[src/dct_pkg.sv]
// ----------------------------------------------------------------------------
// dct_pkg: shared types and constants of the dual capture tachometer
// Widths of the fixed fields, reset values and the per-channel control struct.
// ----------------------------------------------------------------------------
package dct_pkg;

   // fixed field widths
   localparam int CAPTURE_BITS = 16;
   localparam int WRAP_BITS    = 16;
   localparam int NUM_BITS     = 27;
   localparam int RPM_BITS     = 28;

   // saturation point of a wrap count
   localparam logic [WRAP_BITS-1:0] WRAP_MAX = {WRAP_BITS{1'b1}};

   // speed numerator after reset
   localparam logic [NUM_BITS-1:0] NUM_RESET = 27'd93750000;

   // default width of the free-running counter
   localparam int COUNTER_BITS_DEFAULT = 16;

   // entries of the queue between front and back (power of two)
   localparam int QUEUE_DEPTH = 4;

   // per-channel control that rides along with a measured delta
   typedef struct packed {
      logic captured;
      logic forward;
      logic positive;
   } lane_ctl_type;

   localparam int CTL_BITS = $bits(lane_ctl_type);

endpackage

[src/dct_queue.sv]
// ----------------------------------------------------------------------------
// dct_queue: small register FIFO
// Decouples the front from the back; head entry is read combinationally.
// ----------------------------------------------------------------------------
module dct_queue #(
   parameter int WIDTH = 8,
   parameter int DEPTH = 4
) (
   input  logic             clock,
   input  logic             reset,
   input  logic             push,
   input  logic [WIDTH-1:0] push_data,
   output logic             full,
   input  logic             pop,
   output logic [WIDTH-1:0] head_data,
   output logic             empty
);
   localparam int ADDR_BITS = (DEPTH > 1) ? $clog2(DEPTH) : 1;
   localparam int CNT_BITS  = $clog2(DEPTH + 1);

   logic [WIDTH-1:0]     entry_ff [DEPTH];
   logic [ADDR_BITS-1:0] wr_ptr_ff, wr_ptr_in;
   logic [ADDR_BITS-1:0] rd_ptr_ff, rd_ptr_in;
   logic [CNT_BITS-1:0]  count_ff, count_in;
   logic                 do_push, do_pop;

   assign full      = (count_ff == CNT_BITS'(DEPTH));
   assign empty     = (count_ff == '0);
   assign head_data = entry_ff[rd_ptr_ff];
   assign do_push   = push & ~full;
   assign do_pop    = pop & ~empty;

   // pointer and fill count update
   always_comb begin
      wr_ptr_in = wr_ptr_ff;
      rd_ptr_in = rd_ptr_ff;
      count_in  = count_ff;
      if (do_push) begin
         wr_ptr_in = (wr_ptr_ff == ADDR_BITS'(DEPTH - 1)) ? '0 : wr_ptr_ff + 1'b1;
      end
      if (do_pop) begin
         rd_ptr_in = (rd_ptr_ff == ADDR_BITS'(DEPTH - 1)) ? '0 : rd_ptr_ff + 1'b1;
      end
      if (do_push && !do_pop) begin
         count_in = count_ff + 1'b1;
      end else if (do_pop && !do_push) begin
         count_in = count_ff - 1'b1;
      end
   end

   always_ff @(posedge clock) begin
      if (reset) begin
         wr_ptr_ff <= '0;
         rd_ptr_ff <= '0;
         count_ff  <= '0;
      end else begin
         wr_ptr_ff <= wr_ptr_in;
         rd_ptr_ff <= rd_ptr_in;
         count_ff  <= count_in;
      end
   end

   // storage, no reset needed
   always_ff @(posedge clock) begin
      if (do_push) begin
         entry_ff[wr_ptr_ff] <= push_data;
      end
   end

endmodule

[src/dct_front.sv]
// ----------------------------------------------------------------------------
// dct_front: event intake of the dual capture tachometer
// Counts wraps, forms each channel's signed tick delta and queues the work.
// ----------------------------------------------------------------------------
module dct_front #(
   parameter int COUNTER_BITS = dct_pkg::COUNTER_BITS_DEFAULT,
   parameter int DIV_BITS     = dct_pkg::WRAP_BITS + COUNTER_BITS + 1
) (
   input  logic                              clock,
   input  logic                              reset,
   // input channel
   input  logic                              req_push,
   output logic                              req_full,
   input  logic                              req_wrap_seen,
   input  logic                              req_left_captured,
   input  logic [dct_pkg::CAPTURE_BITS-1:0]  req_left_capture,
   input  logic                              req_left_forward,
   input  logic                              req_right_captured,
   input  logic [dct_pkg::CAPTURE_BITS-1:0]  req_right_capture,
   input  logic                              req_right_forward,
   // queue side
   output logic                              q_push,
   input  logic                              q_full,
   output dct_pkg::lane_ctl_type             left_ctl,
   output logic [DIV_BITS-1:0]               left_delta,
   output dct_pkg::lane_ctl_type             right_ctl,
   output logic [DIV_BITS-1:0]               right_delta
);
   import dct_pkg::*;

   localparam int DW = DIV_BITS + 1;

   logic [WRAP_BITS-1:0]    left_wraps_ff, left_wraps_in;
   logic [WRAP_BITS-1:0]    right_wraps_ff, right_wraps_in;
   logic [CAPTURE_BITS-1:0] left_last_ff, left_last_in;
   logic [CAPTURE_BITS-1:0] right_last_ff, right_last_in;
   logic [WRAP_BITS-1:0]    left_wraps_eff, right_wraps_eff;
   logic [DW-1:0]           left_diff, right_diff;
   logic                    accept;

   assign req_full = q_full;
   assign accept   = req_push & ~q_full;
   assign q_push   = accept;

   // wrap counts including this event's wrap, saturating
   always_comb begin
      left_wraps_eff  = left_wraps_ff;
      right_wraps_eff = right_wraps_ff;
      if (req_wrap_seen) begin
         if (left_wraps_ff != WRAP_MAX) left_wraps_eff = left_wraps_ff + 1'b1;
         if (right_wraps_ff != WRAP_MAX) right_wraps_eff = right_wraps_ff + 1'b1;
      end
   end

   // delta = wraps * 2^COUNTER_BITS + value - last, two's complement
   assign left_diff = {2'b00, left_wraps_eff, {COUNTER_BITS{1'b0}}}
                    + DW'(req_left_capture) - DW'(left_last_ff);
   assign right_diff = {2'b00, right_wraps_eff, {COUNTER_BITS{1'b0}}}
                     + DW'(req_right_capture) - DW'(right_last_ff);

   // work item for the back
   always_comb begin
      left_ctl.captured  = req_left_captured;
      left_ctl.forward   = req_left_forward;
      left_ctl.positive  = ~left_diff[DW-1] & (|left_diff[DW-2:0]);
      left_delta         = left_diff[DW-2:0];
      right_ctl.captured = req_right_captured;
      right_ctl.forward  = req_right_forward;
      right_ctl.positive = ~right_diff[DW-1] & (|right_diff[DW-2:0]);
      right_delta        = right_diff[DW-2:0];
   end

   // channel state update on a transfer
   always_comb begin
      left_wraps_in  = left_wraps_ff;
      right_wraps_in = right_wraps_ff;
      left_last_in   = left_last_ff;
      right_last_in  = right_last_ff;
      if (accept) begin
         left_wraps_in  = req_left_captured ? '0 : left_wraps_eff;
         right_wraps_in = req_right_captured ? '0 : right_wraps_eff;
         if (req_left_captured) left_last_in = req_left_capture;
         if (req_right_captured) right_last_in = req_right_capture;
      end
   end

   always_ff @(posedge clock) begin
      if (reset) begin
         left_wraps_ff  <= '0;
         right_wraps_ff <= '0;
         left_last_ff   <= '0;
         right_last_ff  <= '0;
      end else begin
         left_wraps_ff  <= left_wraps_in;
         right_wraps_ff <= right_wraps_in;
         left_last_ff   <= left_last_in;
         right_last_ff  <= right_last_in;
      end
   end

endmodule

[src/dct_divider.sv]
// ----------------------------------------------------------------------------
// dct_divider: restoring divider, one quotient bit per cycle
// Divides the speed numerator by a tick delta.
// ----------------------------------------------------------------------------
module dct_divider #(
   parameter int DIV_BITS = 33
) (
   input  logic                          clock,
   input  logic                          reset,
   input  logic                          start,
   input  logic [dct_pkg::NUM_BITS-1:0]  dividend,
   input  logic [DIV_BITS-1:0]           divisor,
   output logic                          busy,
   output logic [dct_pkg::NUM_BITS-1:0]  quotient
);
   import dct_pkg::*;

   localparam int CMP_BITS = ((DIV_BITS > NUM_BITS + 1) ? DIV_BITS : NUM_BITS + 1) + 1;
   localparam int CNT_BITS = $clog2(NUM_BITS + 1);

   logic [NUM_BITS-1:0] rem_ff, rem_in;
   logic [NUM_BITS-1:0] quo_ff, quo_in;
   logic [DIV_BITS-1:0] div_ff, div_in;
   logic [CNT_BITS-1:0] cnt_ff, cnt_in;
   logic                busy_ff, busy_in;
   logic [NUM_BITS:0]   trial;
   logic [CMP_BITS-1:0] diff;

   assign busy     = busy_ff;
   assign quotient = quo_ff;

   // one trial subtraction; the extra top bit of diff is the borrow
   assign trial = {rem_ff, quo_ff[NUM_BITS-1]};
   assign diff  = CMP_BITS'(trial) - CMP_BITS'(div_ff);

   always_comb begin
      rem_in  = rem_ff;
      quo_in  = quo_ff;
      div_in  = div_ff;
      cnt_in  = cnt_ff;
      busy_in = busy_ff;
      if (start) begin
         rem_in  = '0;
         quo_in  = dividend;
         div_in  = divisor;
         cnt_in  = CNT_BITS'(NUM_BITS);
         busy_in = 1'b1;
      end else if (busy_ff) begin
         if (!diff[CMP_BITS-1]) begin
            rem_in = diff[NUM_BITS-1:0];
         end else begin
            rem_in = trial[NUM_BITS-1:0];
         end
         quo_in  = {quo_ff[NUM_BITS-2:0], ~diff[CMP_BITS-1]};
         cnt_in  = cnt_ff - 1'b1;
         busy_in = (cnt_ff != CNT_BITS'(1));
      end
   end

   always_ff @(posedge clock) begin
      if (reset) begin
         busy_ff <= 1'b0;
         cnt_ff  <= '0;
      end else begin
         busy_ff <= busy_in;
         cnt_ff  <= cnt_in;
      end
   end

   // datapath, no reset needed
   always_ff @(posedge clock) begin
      rem_ff <= rem_in;
      quo_ff <= quo_in;
      div_ff <= div_in;
   end

endmodule

[src/dct_back.sv]
// ----------------------------------------------------------------------------
// dct_back: speed computation of the dual capture tachometer
// Takes queued work, divides both channels at once, holds and reports speeds.
// ----------------------------------------------------------------------------
module dct_back #(
   parameter int DIV_BITS = 33
) (
   input  logic                                 clock,
   input  logic                                 reset,
   // configuration
   input  logic                                 csr_write,
   input  logic [dct_pkg::NUM_BITS-1:0]         csr_wdata,
   // queue side
   input  logic                                 q_empty,
   output logic                                 q_pop,
   input  dct_pkg::lane_ctl_type                left_ctl,
   input  logic [DIV_BITS-1:0]                  left_delta,
   input  dct_pkg::lane_ctl_type                right_ctl,
   input  logic [DIV_BITS-1:0]                  right_delta,
   // result channel
   output logic                                 rsp_empty,
   input  logic                                 rsp_pop,
   output logic signed [dct_pkg::RPM_BITS-1:0]  rsp_left_rpm,
   output logic signed [dct_pkg::RPM_BITS-1:0]  rsp_right_rpm
);
   import dct_pkg::*;

   localparam logic [1:0] ST_IDLE    = 2'd0;
   localparam logic [1:0] ST_DIVIDE  = 2'd1;
   localparam logic [1:0] ST_DELIVER = 2'd2;

   logic [1:0]          state_ff, state_in;
   logic [NUM_BITS-1:0] num_ff, num_in;
   lane_ctl_type        left_ctl_ff, left_ctl_in;
   lane_ctl_type        right_ctl_ff, right_ctl_in;
   logic [RPM_BITS-1:0] left_held_ff, left_held_in;
   logic [RPM_BITS-1:0] right_held_ff, right_held_in;
   logic [RPM_BITS-1:0] left_out_ff, left_out_in;
   logic [RPM_BITS-1:0] right_out_ff, right_out_in;
   logic                out_valid_ff, out_valid_in;
   logic                div_start;
   logic                left_busy, right_busy;
   logic [NUM_BITS-1:0] left_quo, right_quo;
   logic [RPM_BITS-1:0] left_speed, right_speed;
   logic                out_free;

   assign rsp_empty     = ~out_valid_ff;
   assign rsp_left_rpm  = $signed(left_out_ff);
   assign rsp_right_rpm = $signed(right_out_ff);
   assign out_free      = ~out_valid_ff | rsp_pop;

   // both lanes share timing, so one start and a joint busy
   dct_divider #(.DIV_BITS(DIV_BITS)) u_left_div (
      .clock    (clock),
      .reset    (reset),
      .start    (div_start),
      .dividend (num_ff),
      .divisor  (left_delta),
      .busy     (left_busy),
      .quotient (left_quo)
   );

   dct_divider #(.DIV_BITS(DIV_BITS)) u_right_div (
      .clock    (clock),
      .reset    (reset),
      .start    (div_start),
      .dividend (num_ff),
      .divisor  (right_delta),
      .busy     (right_busy),
      .quotient (right_quo)
   );

   // signed speed: zero for a delta that is not positive, negated in reverse
   always_comb begin
      left_speed = '0;
      if (left_ctl_ff.positive) begin
         left_speed = left_ctl_ff.forward ? {1'b0, left_quo} : -{1'b0, left_quo};
      end
      right_speed = '0;
      if (right_ctl_ff.positive) begin
         right_speed = right_ctl_ff.forward ? {1'b0, right_quo} : -{1'b0, right_quo};
      end
   end

   // sequencer
   always_comb begin
      state_in      = state_ff;
      left_ctl_in   = left_ctl_ff;
      right_ctl_in  = right_ctl_ff;
      left_held_in  = left_held_ff;
      right_held_in = right_held_ff;
      left_out_in   = left_out_ff;
      right_out_in  = right_out_ff;
      out_valid_in  = out_valid_ff & ~rsp_pop;
      div_start     = 1'b0;
      q_pop         = 1'b0;
      unique case (state_ff)
         ST_IDLE: begin
            if (!q_empty) begin
               q_pop        = 1'b1;
               div_start    = 1'b1;
               left_ctl_in  = left_ctl;
               right_ctl_in = right_ctl;
               state_in     = ST_DIVIDE;
            end
         end
         ST_DIVIDE: begin
            if (!left_busy && !right_busy) begin
               if (left_ctl_ff.captured) left_held_in = left_speed;
               if (right_ctl_ff.captured) right_held_in = right_speed;
               state_in = ST_DELIVER;
            end
         end
         ST_DELIVER: begin
            if (out_free) begin
               left_out_in  = left_held_ff;
               right_out_in = right_held_ff;
               out_valid_in = 1'b1;
               state_in     = ST_IDLE;
            end
         end
         default: begin
            state_in = ST_IDLE;
         end
      endcase
   end

   // speed numerator register
   assign num_in = csr_write ? csr_wdata : num_ff;

   always_ff @(posedge clock) begin
      if (reset) begin
         state_ff      <= ST_IDLE;
         num_ff        <= NUM_RESET;
         left_held_ff  <= '0;
         right_held_ff <= '0;
         out_valid_ff  <= 1'b0;
      end else begin
         state_ff      <= state_in;
         num_ff        <= num_in;
         left_held_ff  <= left_held_in;
         right_held_ff <= right_held_in;
         out_valid_ff  <= out_valid_in;
      end
   end

   // payload registers
   always_ff @(posedge clock) begin
      left_ctl_ff  <= left_ctl_in;
      right_ctl_ff <= right_ctl_in;
      left_out_ff  <= left_out_in;
      right_out_ff <= right_out_in;
   end

endmodule

[src/dual_capture_tachometer.sv]
// ----------------------------------------------------------------------------
// dual_capture_tachometer: two-channel period tachometer
// Events queue at intake; the back pops one when idle, divides it in the 27-step
// shared-timing dividers and delivers it before it takes the next one.
// Up to four events queue between intake and divide; the output register holds one.
// Reset (synchronous): wrap counts, last captures and held speeds clear to zero,
// the speed numerator returns to 93750000, the queue and the output register empty.
// ----------------------------------------------------------------------------
module dual_capture_tachometer #(
   parameter int COUNTER_BITS = dct_pkg::COUNTER_BITS_DEFAULT
) (
   input  logic                                 clock,
   input  logic                                 reset,
   // input channel
   input  logic                                 req_push,
   output logic                                 req_full,
   input  logic                                 req_wrap_seen,
   input  logic                                 req_left_captured,
   input  logic [dct_pkg::CAPTURE_BITS-1:0]     req_left_capture,
   input  logic                                 req_left_forward,
   input  logic                                 req_right_captured,
   input  logic [dct_pkg::CAPTURE_BITS-1:0]     req_right_capture,
   input  logic                                 req_right_forward,
   // result channel
   output logic                                 rsp_empty,
   input  logic                                 rsp_pop,
   output logic signed [dct_pkg::RPM_BITS-1:0]  rsp_left_rpm,
   output logic signed [dct_pkg::RPM_BITS-1:0]  rsp_right_rpm,
   // configuration
   input  logic                                 csr_write,
   input  logic [dct_pkg::NUM_BITS-1:0]         csr_wdata
);
   import dct_pkg::*;

   localparam int DIV_BITS   = WRAP_BITS + COUNTER_BITS + 1;
   localparam int ITEM_BITS  = 2 * (CTL_BITS + DIV_BITS);

   logic                q_push, q_full, q_pop, q_empty;
   lane_ctl_type        f_left_ctl, f_right_ctl, b_left_ctl, b_right_ctl;
   logic [DIV_BITS-1:0] f_left_delta, f_right_delta, b_left_delta, b_right_delta;
   logic [ITEM_BITS-1:0] q_wdata, q_rdata;

   dct_front #(
      .COUNTER_BITS (COUNTER_BITS),
      .DIV_BITS     (DIV_BITS)
   ) u_front (
      .clock              (clock),
      .reset              (reset),
      .req_push           (req_push),
      .req_full           (req_full),
      .req_wrap_seen      (req_wrap_seen),
      .req_left_captured  (req_left_captured),
      .req_left_capture   (req_left_capture),
      .req_left_forward   (req_left_forward),
      .req_right_captured (req_right_captured),
      .req_right_capture  (req_right_capture),
      .req_right_forward  (req_right_forward),
      .q_push             (q_push),
      .q_full             (q_full),
      .left_ctl           (f_left_ctl),
      .left_delta         (f_left_delta),
      .right_ctl          (f_right_ctl),
      .right_delta        (f_right_delta)
   );

   // queue entry packing
   assign q_wdata = {f_left_ctl, f_left_delta, f_right_ctl, f_right_delta};
   assign {b_left_ctl, b_left_delta, b_right_ctl, b_right_delta} = q_rdata;

   dct_queue #(
      .WIDTH (ITEM_BITS),
      .DEPTH (QUEUE_DEPTH)
   ) u_queue (
      .clock     (clock),
      .reset     (reset),
      .push      (q_push),
      .push_data (q_wdata),
      .full      (q_full),
      .pop       (q_pop),
      .head_data (q_rdata),
      .empty     (q_empty)
   );

   dct_back #(
      .DIV_BITS (DIV_BITS)
   ) u_back (
      .clock         (clock),
      .reset         (reset),
      .csr_write     (csr_write),
      .csr_wdata     (csr_wdata),
      .q_empty       (q_empty),
      .q_pop         (q_pop),
      .left_ctl      (b_left_ctl),
      .left_delta    (b_left_delta),
      .right_ctl     (b_right_ctl),
      .right_delta   (b_right_delta),
      .rsp_empty     (rsp_empty),
      .rsp_pop       (rsp_pop),
      .rsp_left_rpm  (rsp_left_rpm),
      .rsp_right_rpm (rsp_right_rpm)
   );

endmodule
[config.mk]
export PLATFORM = sky130hd
export DESIGN_NAME = dual_capture_tachometer
export DESIGN_NICKNAME = d
export VERILOG_FILES = /design/src/dct_pkg.sv /design/src/dct_queue.sv /design/src/dct_front.sv /design/src/dct_divider.sv /design/src/dct_back.sv /design/src/dual_capture_tachometer.sv
export SDC_FILE = /design/constraint.sdc
export NUM_CORES = 1
export LEC_CHECK = 0
export ABC_CLOCK_PERIOD_IN_PS = 8850
export BUFFER_PORTS_ARGS = -buffer_cell sky130_fd_sc_hd__clkbuf_2
export CORE_AREA = 4 4 284 231
export CTS_CLUSTER_DIAMETER = 40
export CTS_CLUSTER_SIZE = 10
export DETAILED_ROUTE_END_ITERATION = 10
export DIE_AREA = 0 0 288 235
export HOLD_SLACK_MARGIN = 0.06
export PLACE_DENSITY = 0.69
export SLEW_MARGIN = 20
export SYNTH_ARGS = -nofsm -noshare
export SYNTH_HDL_FRONTEND = slang
export SYNTH_SLANG_ARGS = --single-unit
[constraint.sdc]
create_clock -name clock -period 8.85 [get_ports clock]
set_input_delay 0.4425 -clock clock [delete_from_list [all_inputs] [get_ports clock]]
set_output_delay 0.4425 -clock clock [all_outputs]
set_load 0.02 [all_outputs]
# [Word level (Yosys, flattened, before mapping)]
# Memories as Yosys holds them, arrays and structs flattened. A register that Yosys moved wholly into a read port is not among the register bits.
# Cells that the tools add are included.
[totals] regBits=405 ram_bits=288 in_bits=69 out_inout_bits=58 elab_cells=138 n_memories=1
[op_classes] add_sub_neg=16 n_eq_ne=12 mux=40 bitwise_logic=15 n_reduce_logical=22
[mem_list] name="u_queue.entry_ff" depth=4 width=72 rd=1 rd_clocked_by_memory_dff=1 write_ports=1 line="dct_queue.sv:21" source="logic [WIDTH-1:0] entry_ff [DEPTH];"
[ops] op="27-bit two-way mux" count=6
[ops] op="28-bit two-way mux" count=4
[ops] op="16-bit two-way mux" count=6
[ops] op="28-bit by 33-bit subtractor with 34-bit output" count=2
[ops] op="34-bit by 16-bit subtractor with 34-bit output" count=2
[ops] op="32-bit by 16-bit adder with 33-bit output" count=2
[ops] op="33-bit OR reduction" count=2
[ops] op="27-bit negation with 28-bit output" count=2
[ops] op="16-bit by 1-bit adder with 16-bit output, second input constant" count=2
[ops] op="16-bit != test, second input constant" count=2
[ops] op="5-bit two-way mux" count=4
[ops] op="2-bit two-way mux" count=7
[ops] op="1-bit two-way mux" count=10
[ops] op="5-bit by 1-bit != test with 1-bit output, second input constant" count=2
[ops] op="5-bit by 1-bit subtractor with 5-bit output, second input constant" count=2
[ops] op="3-bit AND reduction" count=3
[ops] op="1-bit inverter" count=8
[ops] op="2-bit AND reduction" count=4
[ops] op="1-bit AND" count=6
[ops] op="2-bit equality test, second input constant" count=3
[ops] op="3-bit two-way mux" count=2
[ops] op="2-bit case mux with 3 select lines" count=1
[ops] op="2-bit nonzero test" count=3
[ops] op="2-bit by 1-bit adder with 2-bit output, second input constant" count=2
[ops] op="12 further kinds" count=18

# [Longest topological paths before layout]
[logic_depth] word_depth=8 mapped_depth=14 mapped_depth_nobuf=13

# [Cells and area by module]
# Synthesis repeated with hierarchy kept, for this count alone.
[hier_totals] hier_cells=2848 hier_area_um2=33463.3
[modules_own_cells] mod="dct_queue" instances=1 cells_each=426 area_per_inst_um2=10861.7 seq_area_each_um2=8828.5
[modules_own_cells] mod="dct_divider" instances=2 cells_each=485 area_per_inst_um2=5180.0 seq_area_each_um2=2462.4
[modules_own_cells] mod="dct_front" instances=1 cells_each=891 area_per_inst_um2=6222.2 seq_area_each_um2=1281.2
[modules_own_cells] mod="dct_back" instances=1 cells_each=561 area_per_inst_um2=6019.5 seq_area_each_um2=3583.4

# [Worst setup path after synthesis]
# No wires, ideal clock.
[synth_path] path_type="reg2reg" from="register u_queue.count_ff[0]" to="register u_back.left_ctl_ff[0] (netlist name), enable pin" setup_time_ns=0.464 t_arrival_ns=3.375 required_ns=8.386 setup_slack_ns=5.011 stages_incl_launch_ff=7 path_buffers=3 period_less_slack_ns=3.839 cell_sequence="dfxtp_1 nor3_1 or3_1 clkbuf_1 inv_1 clkbuf_1 buf_1"
[synth_between] elab_chain_cells=3
[synth_rtl] item="start: declaration" line="dct_queue.sv:24" source="logic [CNT_BITS-1:0] count_ff, count_in;"
[synth_rtl] item="start signal: assignment" line="dct_queue.sv:59" source="count_ff <= count_in;"
[synth_rtl] item="3-bit logical NOT" line="dct_queue.sv:28" source="assign empty = (count_ff == '0);"
[synth_rtl] item="1-bit inverter (no line)"
[synth_rtl] item="2-bit AND reduction (no line)"
[synth_rtl] item="end signal: assignment" line="dct_back.sv:149" source="left_ctl_ff <= left_ctl_in;"
[synth_rtl] item="end: declaration" line="dct_back.sv:34" source="lane_ctl_type left_ctl_ff, left_ctl_in;"
# Every way passes these cells.
# A chain may end at the register's enable or synchronous reset.

==> impl_metrics.yaml <==
critical_path:
  cp.depth: 15
  critPathBufInv: 3
  cp-start-kind: "input port"
  path_cells: "dlygate4sd3_1 -> clkbuf_2 -> inv_1 -> ha_1 -> fa_1 -> nand2b_1 -> a2111oi_0 -> a311oi_1 -> o21a_1 -> o21ai_1 -> a21oi_1 -> o32ai_1 -> or3_1 -> nor4_1 -> a31oi_1"
  critPathMaxFanout: 8
  crit_start: "req_left_capture[0]"
  cp-end-kind: "flip-flop"
  slowest_stage: "o32ai_1"
  rr_startpoint: "u_front.left_wraps_ff[0]$_SDFFE_PP0P_"
  crit_family: "compound AO/OA/AOI/OAI gates"
  critPathKind: "in2reg"
  reg2reg_depth: 11
  cp_slowest_stage_delay_ns: 0.62
  critPathRequiredTime_ns: 9.27
  cp_data_arrival_time_ns: 4.61
synthesis:
  yosysWarnings: 0
  synthFlopType: "edfxtp_1"
  async_flop_share: 0
  syn_area_mm2: 0.0323
  synth_top_area_cell: "edfxtp_1"
  synth.top_cells.by_area: "edfxtp_1 44%, dfxtp_1 14%, mux4_2 5.0%, ha_1 3.9%, nand2_1 3.5%"
  syn_avg_cell_area_um2: 11.4
  synth_cell_types: 81
  synth_edf_count: 470
  synth_nets: 3009
  ys_seq_area_frac: 0.576
  ys_ff_latch: 695
  netlist_instances: 2833
  synth_top_area_frac: 0.436
global_route:
  antenna_found_initial: 4
  grt_max_degree: 85
  gr-total-overflow: 0
  grt_pass1_wl_mm: 118
  busiest_layer: "met2"
  grt_util_met3: 0.0407
  use_met1: 0.315
  use_met2: 0.336
  grt.total_usage: 0.216
  grt_pass1_vias: 21400
min_path:
  hold_depth: 3
  min_path_type: "in2reg"
  min_from: "csr_wdata[22]"
floorplan:
  core_mm2: 0.0624
  dieWidth_um: 288
  die_h_um: 235
  start_util: 0.518
  floorplan.rows: 82
  die_area_mm2: 0.0677
  io_pins: 127
timing:
  maxSlewViolCount: 0
  grt_setup_unrepaired: "no"
  relSlewSlack: 0.278
  hold_viol_final: 0
  finalCritPeriodShare: 0.473
  setup_slack_ns: 4.66
  worstMarginPinSlew_ns: 1.08
  fmax_ghz: 0.239
  skew_ns: 0.0201
  setup_tns_ns: 0
  setup_viol: 0
  layout_min_cycle_time_ns: 4.19
clock_network:
  postCtsSetupRepairBufs: 0
  htree_levels: 3
  cts.repair.resized: 0
  path_clk_slew_ns: 0.05
  ctsRootBufferMaster: "clkbuf_16"
  cts_hold_buffers: 59
  numCtsBuffers: 96
  cts_max_path_buffers: 3
  cts_tree: "done"
  clock_latency_ns: 0.64
  cts.sinks: 695
job:
  drv_cap: 0
placed_design:
  dp_slack_ns: 4.59
  dp.final_hpwl_mm: 47.8
  gp_congestion: 0.853
  io_buffers: 126
routing:
  dr.pass1.iters: 6
  vias: 22300
  viasPerCell: 5.68
  drt-initial-drc-count: 1839
  drc: 0
  detail-route-antenna-nets: 0
  post_drt_wl_per_cell_um: 18.9
  totalWireLength_mm: 74.0
power:
  vdd_drop_max_v: 0.000216
  power.density_mw_per_mm2: 330
  power_leakage_nw: 14.0
cells_and_area:
  drive_gt1_frac: 0.128
  nets: 3185
  final_core_util: 0.600
  syn_to_final_growth_pct: 15.8
outcome:
  status: "finished clean"
==> flip-flops by register name, indices dropped and copies added, names as in the netlist, 27 cells and up, named ones only <==
name	count
u_back.num_ff	27
u_queue.entry_ff	288
u_back.u_left_div.rem_ff	27
u_back.u_right_div.quotient	27
u_back.right_held_ff	28
u_back.u_right_div.div_ff	33
u_back.u_left_div.div_ff	33
u_back.u_left_div.quotient	27
u_back.rsp_right_rpm	28
u_back.rsp_left_rpm	28
u_back.u_right_div.rem_ff	27
u_back.left_held_ff	28
==> per-stage QoR <==
step           instance area [um2]  power [mW]  std cells  hold slack, ns
2_1_floorplan                32300        7.66       2833           0.408
3_3_place_gp                 33700        8.51       3691           0.420
3_5_place_dp                 33700        8.65       3691           0.420
4_1_cts                      37400        12.4       3918          0.0681
5_1_grt                      37500        13.1       3919          0.0845
6_report                     37500        12.4       3920           0.119
==> area by class of cell <==
| cell class | instances | area (um2) |
|---|---|---|
| diodes | 1 | 2.50 |
| clock buffers | 135 | 2720 |
| clock inverters | 33 | 403 |
| fillers | 4907 | 24900 |
| inverters | 145 | 547 |
| multi-input cells | 1868 | 12700 |
| flip-flops and latches | 695 | 18600 |
| well taps | 840 | 1050 |
| repair buffers | 203 | 1380 |
==> placed cells by master (no fill, tap or decap), types with 57 or more instances in the layout <==
cell type      Yosys  final
edfxtp_1         470    470
nand2_1          303    303
nor2_1           269    269
dfxtp_1          225    223
a21oi_1          200    200
inv_1            144    142
o21ai_0          128    128
clkbuf_2           1    125
ha_1             102    102
clkbuf_16          0    100
xor2_1            84     84
xnor2_1           77     77
mux4_2            72     72
nor3_1            69     69
dlygate4sd3_1      0     59
a22oi_1           57     57
==> power breakdown <==
group / internal, mW / switching, mW
registers: 4.44 / 0.471
clock network: 2.30 / 1.40
logic: 1.44 / 2.31
==> worst register-to-register path, delay by kind of cell, from the launching register on <==
family	cells	cell delay [ns]
AND/OR/NAND/NOR	5	1.29
AO/OA/AOI/OAI	4	1.19
flip-flops	1	0.54
XOR/XNOR	1	0.44
adder cells (fa/ha/maj)	1	0.39
==> cell families after synthesis <==
| logic type | Yosys count | share of synthesized area |
|---|---|---|
| adder cells (fa/ha/maj) | 107 | 0.0426 |
| AND/OR/NAND/NOR | 891 | 0.128 |
| AO/OA/AOI/OAI | 587 | 0.113 |
| flip-flops | 695 | 0.576 |
| buffers and inverters | 270 | 0.0317 |
| XOR/XNOR | 161 | 0.0436 |
| multiplexers | 122 | 0.0657 |
==> cells in the mapped netlist (all sizes together) (32+ instances only) <==
library cell and number:
inv 145, xnor2 77, edfxtp 470, nor2 269
a31oi 32, xor2 84, nand2 303, ha 102
mux4 72, a22oi 57, a21o 32, nand3 41
mux2i 47, nor3 70, clkbuf 103, nor2b 37
o21ai 130, dfxtp 225, a21oi 200
==> metal layers <==
metal,share of wire,vias to the layer above,wire length [um]
met4,0.020,2,1520
met2,0.46,688,33900
met1,0.46,10800,34100
met3,0.061,129,4500
met5,0.00018,-,13
li1,-,10700,-
==> path summary, 6_finish.rpt <==
check	endpoint	slack, ns
setup reg to reg	u_queue.entry_ff[0][69]$_DFFE_PP_	4.73
hold reg to reg	u_back.rsp_left_rpm[5]$_DFFE_PP_	0.43
setup / recovery	u_queue.entry_ff[0][69]$_DFFE_PP_	4.66
hold / removal	u_back.num_ff[22]$_SDFFE_PP0P_	0.12
Power figures use the tool's default switching activity.
